<file path="config.mk">
export PLATFORM = sky130hd
export DESIGN_NAME = mppt_cccv_duty_controller_core_flat
export DESIGN_NICKNAME = d
export VERILOG_FILES = /design/src/hw/rtl/mcdc_pkg.sv /design/src/hw/rtl/mcdc_meas_if.sv /design/src/hw/rtl/mcdc_duty_if.sv /design/src/hw/rtl/mcdc_law.sv /design/src/hw/rtl/mppt_cccv_duty_controller_core.sv /design/src/flat_wrapper.sv
export SDC_FILE = /design/constraint.sdc
export NUM_CORES = 1
export LEC_CHECK = 0
export ABC_CLOCK_PERIOD_IN_PS = 11400
export BUFFER_PORTS_ARGS = -buffer_cell sky130_fd_sc_hd__buf_2
export CORE_MARGIN = 4
export CORE_UTILIZATION = 48
export CTS_CLUSTER_SIZE = 24
export DETAILED_ROUTE_END_ITERATION = 8
export GPL_ROUTABILITY_DRIVEN = 0
export GPL_TIMING_DRIVEN = 0
export PLACE_DENSITY = 0.68
export SETUP_SLACK_MARGIN = 0.5
export SKIP_LAST_GASP = 1
export SLEW_MARGIN = 10
export SYNTH_ARGS = -nofsm -noshare
export SYNTH_HDL_FRONTEND = slang
export SYNTH_SLANG_ARGS = --single-unit
</file>
<file path="constraint.sdc">
create_clock -name clk -period 11.4 [get_ports clk]
set_input_delay 0.57 -clock clk [delete_from_list [all_inputs] [get_ports clk]]
set_output_delay 0.57 -clock clk [all_outputs]
set_load 0.01 [all_outputs]
</file>
<file path="src/hw/rtl/mcdc_pkg.sv">
package mcdc_pkg;

    localparam int unsigned MAX_DUTY_DEF = 250;
    localparam int unsigned PCT_FULL     = 100;
    localparam int unsigned VOLT_W       = 18;
    localparam int unsigned POWER_W      = 24;
    localparam int unsigned CURR_W       = 16;
    localparam int unsigned PCT_W        = 7;
    localparam int unsigned DUTY_W       = 8;
    localparam int unsigned DUTY_EXT_W   = DUTY_W + 2;
    localparam int unsigned PCT_N        = 2 ** PCT_W;
    localparam int unsigned CFG_DATA_W   = 18;
    localparam int unsigned CFG_IDX_W    = 2;
    localparam int unsigned MPPT_MIN_CURR = 100;

    typedef logic [VOLT_W-1:0]            volt_t;
    typedef logic [POWER_W-1:0]           power_t;
    typedef logic signed [CURR_W-1:0]     curr_t;
    typedef logic [CURR_W-1:0]            limit_t;
    typedef logic [PCT_W-1:0]             pct_t;
    typedef logic [DUTY_W-1:0]            duty_t;
    typedef logic [DUTY_EXT_W-1:0]        duty_ext_t;
    typedef logic [CFG_DATA_W-1:0]        cfg_data_t;
    typedef logic [CFG_IDX_W-1:0]         cfg_idx_t;

    typedef enum logic [1:0] {
        MODE_MANUAL = 2'd0,
        MODE_MPPT   = 2'd1,
        MODE_CCCV   = 2'd2,
        MODE_PID    = 2'd3
    } mode_t;

    localparam cfg_idx_t REG_MODE           = 2'd0;
    localparam cfg_idx_t REG_CURRENT_LIMIT  = 2'd1;
    localparam cfg_idx_t REG_VOLTAGE_TARGET = 2'd2;
    localparam cfg_idx_t REG_DROPOUT_MARGIN = 2'd3;

    typedef struct packed {
        mode_t  mode;
        limit_t current_limit;
        volt_t  voltage_target;
        limit_t dropout_margin;
    } cfg_t;

    typedef struct packed {
        volt_t  in_voltage;
        power_t in_power;
        volt_t  out_voltage;
        curr_t  out_current;
        pct_t   manual_percent;
    } meas_t;

    typedef struct packed {
        duty_t  duty;
        power_t prev_power;
        volt_t  prev_voltage;
    } state_t;

endpackage

</file>
<file path="src/hw/rtl/mcdc_meas_if.sv">
interface mcdc_meas_if import mcdc_pkg::*; ();
    logic   valid;
    logic   ready;
    volt_t  in_voltage;
    power_t in_power;
    volt_t  out_voltage;
    curr_t  out_current;
    pct_t   manual_percent;

    modport source (
        output valid,
        output in_voltage,
        output in_power,
        output out_voltage,
        output out_current,
        output manual_percent,
        input  ready
    );

    modport sink (
        input  valid,
        input  in_voltage,
        input  in_power,
        input  out_voltage,
        input  out_current,
        input  manual_percent,
        output ready
    );
endinterface

</file>
<file path="src/hw/rtl/mcdc_duty_if.sv">
interface mcdc_duty_if import mcdc_pkg::*; ();
    logic  valid;
    logic  ready;
    duty_t duty;

    modport source (
        output valid,
        output duty,
        input  ready
    );

    modport sink (
        input  valid,
        input  duty,
        output ready
    );
endinterface

</file>
<file path="src/hw/rtl/mcdc_law.sv">
module mcdc_law import mcdc_pkg::*; #(
    parameter int unsigned MAX_DUTY = MAX_DUTY_DEF
) (
    input  cfg_t   cfg,
    input  meas_t  meas,
    input  state_t state_cur,
    output state_t state_new
);

    localparam duty_ext_t DutyTop = DUTY_EXT_W'(MAX_DUTY);

    // manual duty table: percent scaled to full duty, clamped at the top
    duty_t man_lut [PCT_N];

    for (genvar i = 0; i < PCT_N; i++)
    begin : g_lut
        localparam int unsigned Q = (i * MAX_DUTY) / PCT_FULL;
        assign man_lut[i] = DUTY_W'((Q > MAX_DUTY) ? MAX_DUTY : Q);
    end

    logic        over_i;
    logic        cur_ok;
    logic        no_cur;
    logic        v_hi;
    logic        v_lo;
    logic        headroom;
    logic        pu;
    logic        pd;
    logic        vu;
    logic        vd;
    logic [VOLT_W:0] need;
    duty_ext_t   d_keep;
    duty_ext_t   d_dec;
    duty_ext_t   d_inc;
    duty_ext_t   d;

    // negative current is never over the limit
    assign over_i   = !meas.out_current[CURR_W-1]
                      && ({1'b0, meas.out_current[CURR_W-2:0]} > cfg.current_limit);
    assign cur_ok   = !meas.out_current[CURR_W-1]
                      && (meas.out_current[CURR_W-2:0] > (CURR_W-1)'(MPPT_MIN_CURR));
    assign no_cur   = meas.out_current[CURR_W-1] || (meas.out_current == '0);
    assign v_hi     = meas.out_voltage > cfg.voltage_target;
    assign v_lo     = meas.out_voltage < cfg.voltage_target;
    assign need     = {1'b0, meas.out_voltage} + (VOLT_W+1)'(cfg.dropout_margin)
                      + (VOLT_W+1)'(1);
    assign headroom = {1'b0, meas.in_voltage} >= need;
    assign pu       = meas.in_power > state_cur.prev_power;
    assign pd       = meas.in_power < state_cur.prev_power;
    assign vu       = meas.in_voltage > state_cur.prev_voltage;
    assign vd       = meas.in_voltage < state_cur.prev_voltage;

    assign d_keep = DUTY_EXT_W'(state_cur.duty);
    assign d_dec  = (state_cur.duty != '0) ? d_keep - DUTY_EXT_W'(1) : '0;
    assign d_inc  = d_keep + DUTY_EXT_W'(1);

    always_comb
    begin
        state_new = state_cur;
        d         = d_keep;
        case (cfg.mode)
            MODE_MANUAL:
            begin
                if (over_i)
                    d = d_dec;
                else
                    d = DUTY_EXT_W'(man_lut[meas.manual_percent]);
            end
            MODE_CCCV:
            begin
                if (over_i || v_hi)
                    d = d_dec;
                else if (v_lo)
                    d = d_inc;
                state_new.prev_voltage = meas.in_voltage;
            end
            MODE_MPPT:
            begin
                if (over_i || v_hi)
                begin
                    d = d_dec;
                end
                else
                begin
                    if (cur_ok && headroom)
                    begin
                        // perturb and observe
                        if (pu && vu)
                            d = d_dec;
                        else if ((pu && vd) || (pd && vu))
                            d = d_inc;
                        else if (pd && vd)
                            d = d_dec;
                        else if (v_hi)
                            d = d_dec;
                        else if (v_lo)
                            d = d_inc;
                    end
                    else
                    begin
                        d = d_dec;
                    end
                    // kick when no output current flows
                    if (no_cur)
                        d = d + DUTY_EXT_W'(2);
                    state_new.prev_power   = meas.in_power;
                    state_new.prev_voltage = meas.in_voltage;
                end
            end
            default:
            begin
                d = d_keep;
            end
        endcase
        state_new.duty = (d > DutyTop) ? DUTY_W'(MAX_DUTY) : d[DUTY_W-1:0];
    end

endmodule

</file>
<file path="src/hw/rtl/mppt_cccv_duty_controller_core.sv">
// a duty beat is presented in the cycle after its measurement beat is taken
// throughput: one measurement beat per cycle while the duty output is taken, set by the single duty update stage
// input ready stays high while the output register is empty or being drained
// reset: asynchronous active-low rst_n clears the registers, duty and stored
// power and voltage to zero and drops the output valid
module mppt_cccv_duty_controller_core import mcdc_pkg::*; #(
    parameter int unsigned MAX_DUTY = MAX_DUTY_DEF
) (
    input  logic        clk,
    input  logic        rst_n,
    input  logic        cfg_we,
    input  cfg_idx_t    cfg_index,
    input  cfg_data_t   cfg_data,
    mcdc_meas_if.sink   meas,
    mcdc_duty_if.source pwm
);

    cfg_t   cfg_reg;
    cfg_t   cfg_next;
    state_t state_reg;
    state_t state_next;
    state_t state_calc;
    logic   valid_reg;
    logic   valid_next;
    logic   accept;
    meas_t  meas_beat;

    assign meas.ready = !valid_reg || pwm.ready;
    assign accept     = meas.valid && meas.ready;

    assign meas_beat.in_voltage     = meas.in_voltage;
    assign meas_beat.in_power       = meas.in_power;
    assign meas_beat.out_voltage    = meas.out_voltage;
    assign meas_beat.out_current    = meas.out_current;
    assign meas_beat.manual_percent = meas.manual_percent;

    mcdc_law #(
        .MAX_DUTY (MAX_DUTY)
    ) u_law (
        .cfg       (cfg_reg),
        .meas      (meas_beat),
        .state_cur (state_reg),
        .state_new (state_calc)
    );

    always_comb
    begin
        cfg_next = cfg_reg;
        if (cfg_we)
        begin
            case (cfg_index)
                REG_MODE:           cfg_next.mode           = mode_t'(cfg_data[1:0]);
                REG_CURRENT_LIMIT:  cfg_next.current_limit  = cfg_data[CURR_W-1:0];
                REG_VOLTAGE_TARGET: cfg_next.voltage_target = cfg_data[VOLT_W-1:0];
                REG_DROPOUT_MARGIN: cfg_next.dropout_margin = cfg_data[CURR_W-1:0];
                default:            cfg_next = cfg_reg;
            endcase
        end
    end

    always_comb
    begin
        state_next = accept ? state_calc : state_reg;
        if (accept)
            valid_next = 1'b1;
        else if (pwm.ready)
            valid_next = 1'b0;
        else
            valid_next = valid_reg;
    end

    always_ff @(posedge clk or negedge rst_n)
    begin
        if (!rst_n)
        begin
            cfg_reg   <= '0;
            state_reg <= '0;
            valid_reg <= 1'b0;
        end
        else
        begin
            cfg_reg   <= cfg_next;
            state_reg <= state_next;
            valid_reg <= valid_next;
        end
    end

    assign pwm.valid = valid_reg;
    assign pwm.duty  = state_reg.duty;

`ifndef SYNTHESIS
    a_duty_top: assert property (@(posedge clk) disable iff (!rst_n)
        state_reg.duty <= DUTY_W'(MAX_DUTY))
        else $error("duty above maximum");

    a_pid_hold: assert property (@(posedge clk) disable iff (!rst_n)
        (accept && cfg_reg.mode == MODE_PID) |=> $stable(state_reg))
        else $error("duty or stored values moved in held mode");

    a_cccv_power: assert property (@(posedge clk) disable iff (!rst_n)
        (accept && cfg_reg.mode == MODE_CCCV) |=> $stable(state_reg.prev_power))
        else $error("stored power changed in supply mode");

    a_idle_hold: assert property (@(posedge clk) disable iff (!rst_n)
        !accept |=> $stable(state_reg))
        else $error("state changed without an input beat");

    a_stall_cause: assert property (@(posedge clk) disable iff (!rst_n)
        !meas.ready |-> (valid_reg && !pwm.ready))
        else $error("input stalled with a free output register");
`endif

endmodule

</file>
<file path="src/flat_wrapper.sv">
// flat-port wrapper written by rule: the top's interface ports become plain ports
module mppt_cccv_duty_controller_core_flat import mcdc_pkg::*;
#(
    parameter int unsigned MAX_DUTY = MAX_DUTY_DEF
)
  (clk, rst_n, cfg_we, cfg_index, cfg_data, meas_valid, meas_in_voltage, meas_in_power, meas_out_voltage, meas_out_current, meas_manual_percent, meas_ready, pwm_valid, pwm_duty, pwm_ready);
  mcdc_meas_if meas_i ();
  mcdc_duty_if pwm_i ();
  input  logic clk;
  input  logic rst_n;
  input  logic cfg_we;
  input  cfg_idx_t cfg_index;
  input  cfg_data_t cfg_data;
  input wire logic [$bits(meas_i.valid)-1:0] meas_valid;
  input wire logic [$bits(meas_i.in_voltage)-1:0] meas_in_voltage;
  input wire logic [$bits(meas_i.in_power)-1:0] meas_in_power;
  input wire logic [$bits(meas_i.out_voltage)-1:0] meas_out_voltage;
  input wire logic [$bits(meas_i.out_current)-1:0] meas_out_current;
  input wire logic [$bits(meas_i.manual_percent)-1:0] meas_manual_percent;
  output wire logic [$bits(meas_i.ready)-1:0] meas_ready;
  output wire logic [$bits(pwm_i.valid)-1:0] pwm_valid;
  output wire logic [$bits(pwm_i.duty)-1:0] pwm_duty;
  input wire logic [$bits(pwm_i.ready)-1:0] pwm_ready;
  assign meas_i.valid = meas_valid;
  assign meas_i.in_voltage = meas_in_voltage;
  assign meas_i.in_power = meas_in_power;
  assign meas_i.out_voltage = meas_out_voltage;
  assign meas_i.out_current = meas_out_current;
  assign meas_i.manual_percent = meas_manual_percent;
  assign meas_ready = meas_i.ready;
  assign pwm_valid = pwm_i.valid;
  assign pwm_duty = pwm_i.duty;
  assign pwm_i.ready = pwm_ready;
  mppt_cccv_duty_controller_core #(.MAX_DUTY(MAX_DUTY)) u_core (.clk(clk), .rst_n(rst_n), .cfg_we(cfg_we), .cfg_index(cfg_index), .cfg_data(cfg_data), .meas(meas_i), .pwm(pwm_i));
endmodule
</file>
==> flow_summary.yaml <==
outcome:
  status: "complete, no violations"
clock_tree:
  cts_hold_buffers: 0
  h-tree-depth: 3
  clk-insertion-delay-late_ns: 0.37
  clk_path_buf_depth: 2
  numCtsBuffers: 9
  cts-root-buf: "clkbuf_16"
  cts-resized-gates: 0
  clkSlewWorstSetupHoldPaths_ns: 0.07
  cts_sinks: 103
  post_cts_buffers: 0
  cts_tree: "yes"
final_layout:
  largest_reg_flops: 52
  final_core_util_pct: 55.9
  syn_to_final_growth_pct: 13.5
  fin_area_sq_mm: 0.0101
  antennaDiodeCount: 0
  n_fill_cell: 1701
  nNetsFinal: 1398
  final_cells: 1407
  drive_above_1_share_pct: 18.2
route:
  num_vias: 8170
  drt_iter0_markers: 527
  vias_per_cell: 5.81
  drcViolationCount: 0
  wl_per_cell_um: 16.8
  firstDrtPassIters: 7
  antenna_left: 0
  wl_um: 23600
floorplanning:
  initial_core_util_pct: 49.3
  die_area_sq_mm: 0.0208
  die_x_um: 144
  io_pins: 118
  std_cell_rows: 49
  die_height_um: 144
  core-area_sq_mm: 0.0181
synth:
  syn_area_per_cell_sq_um: 8.52
  synth-main-ff-cell: "dfrtp_1"
  yosysMostFrequentCell: "ha_1"
  synth_compound_area_share_pct: 20.6
  synth-seq-cells: 103
  ys_seq_area_share_pct: 28.9
  syn_area_sq_mm: 0.00891
  yosys.area_share.simple_pct: 16.8
  yosys_warnings: 0
  synthTopCellsByArea: "dfrtp_1 29%, ha_1 16%, mux2_2 7.1%, o21ai_0 4.9%, inv_1 4.5%"
  synth_cells: 1045
  yosys.area.top_type: "dfrtp_1"
  synth.top_cell.area_share_pct: 28.9
  synthArstFlopShare_pct: 100
  synth_top_family_by_area: "compound AO/OA/AOI/OAI gates"
  synth_fa_ha_area_share_pct: 16.5
  synth_edf_count: 0
  synth_xor_xnor_area_share_pct: 2.65
  synth_nets: 1270
  yosys-top-cells-count: "116 x ha_1, 107 x inv_1, 103 x dfrtp_1"
  yosys-mux-area-fraction_pct: 8.09
  yosysUniqueCellTypes: 79
worst_setup_path:
  cp_common_cell: "a21oi_1"
  critPathArrivalTime_ns: 7.45
  crit_fanout: 8
  cp_slowest_stage_delay_ns: 0.41
  slowest_stage: "fa_1"
  critPathRequiredTime_ns: 11.63
  crit_path_start_kind: "register"
  criticalPathCategory: "register to register"
  end_kind: "register"
place:
  portBuffers: 116
  placedCellCount: 1391
  post_dp_cell_area_sq_mm: 0.00981
  dp_hpwl_um: 19000
grt:
  antenna_found_initial: 2
  grt_max_degree: 65
  grt_pass1_wl_um: 39100
  overflow: 0
  groute.usage.overall_pct: 23.3
  grt_pass1_vias: 7984
sta:
  slew_headroom_pct: 38.9
  period_share_pct: 63.3
  timing.hold.ws_ns: 0.0993
  fin_skew_ns: 0.0104
  finalSetupTns_ns: 0
  fmax_mhz: 139
  slew_viol_final: 0
  hold_viol_final: 0
  worst_slew_pin_slew_ns: 0.906
  setup_viol_count_final: 0
  rsz0062_at_grt: "no"
  min_period_ns: 7.22
job:
  drv_cap: 0
pwr:
  powerDensity_mw_per_mm2: 199
  irDropWorstVdd_mv: 0.0874
  p_leak_nw: 4.73
worst_hold_path:
  hold_path.class: "input port to async pin"
-- metal layers --
metal / track usage [%] / part of all wire (%)
met5: 0 / 0.093
met4: 6.63 / 2.0
met3: 4.50 / 5.4
met2: 40.3 / 49
met1: 29.8 / 44
-- worst max-delay path: cells and delay by family, from the launching register on --
| family | cells | cell delay [ns] |
|---|---|---|
| compound gates | 21 | 4.49 |
| xor+xnor | 1 | 0.18 |
| fa+ha+maj | 4 | 1.05 |
| buf+inv | 2 | 0.12 |
| flops | 1 | 0.38 |
| simple gates | 6 | 0.87 |
-- power breakdown --
part | switching (mW) | internal, mW | total [mW]
clock | 0.158 | 0.174 | 0.332
combinational | 0.672 | 0.460 | 1.13
sequential | 0.0641 | 0.488 | 0.552
total | 0.893 | 1.12 | 2.02
-- metrics by stage --
step | worst slack [ns] | power [mW]
2_1_floorplan | 5.14 | 1.38
3_3_place_gp | 3.91 | 1.64
3_5_place_dp | 3.89 | 1.67
4_1_cts | 4.18 | 2.01
5_1_grt | 3.47 | 2.20
6_report | 4.18 | 2.02
-- final timing paths --
| check | startpoint | to | slack (ns) | cells after the start |
|---|---|---|---|---|
| worst max register to register | u_core.cfg_reg[0]$_DFFE_PN0P_ | u_core.pwm.duty[0]$_DFFE_PN0P_ | 4.18 | 34 |
| worst min-delay path | rst_n | u_core.state_reg[27]$_DFFE_PN0P_ | 0.1 | 1 |
| worst min register to register | u_core.cfg_reg[42]$_DFFE_PN0P_ | u_core.cfg_reg[42]$_DFFE_PN0P_ | 0.51 | 1 |
| min in group clk | meas_in_power[19] | u_core.state_reg[37]$_DFFE_PN0P_ | 0.43 | 3 |
| worst max-delay path | u_core.cfg_reg[0]$_DFFE_PN0P_ | u_core.pwm.duty[0]$_DFFE_PN0P_ | 4.18 | 34 |
| max in group asynchronous | rst_n | u_core.cfg_reg[7]$_DFFE_PN0P_ | 10.64 | 2 |
-- cells by family after synthesis --
logic type | count (synthesis)
adders and majority gates | 117
AOI/OAI and AO/OA | 287
buffers and inverters | 145
xor gates and xnor gates | 27
DFF | 103
muxes | 65
and+or+nand+nor | 301
-- placed cells by master (no fill, tap or decap), types with 4 or more instances in the layout --
| master | Yosys | layout |
|---|---|---|
| a211oi_1 | 16 | 16 |
| a21o_1 | 17 | 17 |
| a21oi_1 | 75 | 75 |
| a22oi_1 | 5 | 5 |
| a31oi_1 | 9 | 9 |
| and2_1 | 6 | 6 |
| and3_1 | 6 | 6 |
| and4_1 | 5 | 5 |
| buf_2 | 3 | 118 |
| buf_4 | 8 | 8 |
| clkbuf_1 | 26 | 27 |
| clkbuf_16 | 0 | 9 |
| dfrtp_1 | 103 | 103 |
| ha_1 | 116 | 116 |
| inv_1 | 107 | 107 |
| mux2_2 | 56 | 56 |
| mux2i_1 | 9 | 9 |
| nand2_1 | 92 | 92 |
| nand2b_1 | 14 | 14 |
| nand3_1 | 24 | 24 |
| nand3b_1 | 5 | 5 |
| nand4_1 | 26 | 26 |
| nor2_1 | 63 | 63 |
| nor2b_1 | 9 | 9 |
| nor3_1 | 25 | 25 |
| nor4_1 | 8 | 8 |
| o211ai_1 | 9 | 9 |
| o21a_1 | 5 | 5 |
| o21ai_0 | 88 | 88 |
| o21bai_1 | 4 | 4 |
| o22ai_1 | 5 | 5 |
| or4_1 | 4 | 4 |
| xnor2_1 | 20 | 20 |
| xor2_1 | 7 | 7 |
-- area by class of cell --
cell class                 instances  area, sq um  share of cell area [%]
buffer                            38          176                    1.74
clock buffer                      10          229                    2.26
clock inverter                     6         75.1                   0.742
inverter                         107          402                    3.97
multi-input combinational        797         5750                    56.9
sequential                       103         2580                    25.5
tap                              229          287                    2.83
timing repair buffer             117          614                    6.07
Note: power is estimated with default switching activity, not from simulation.
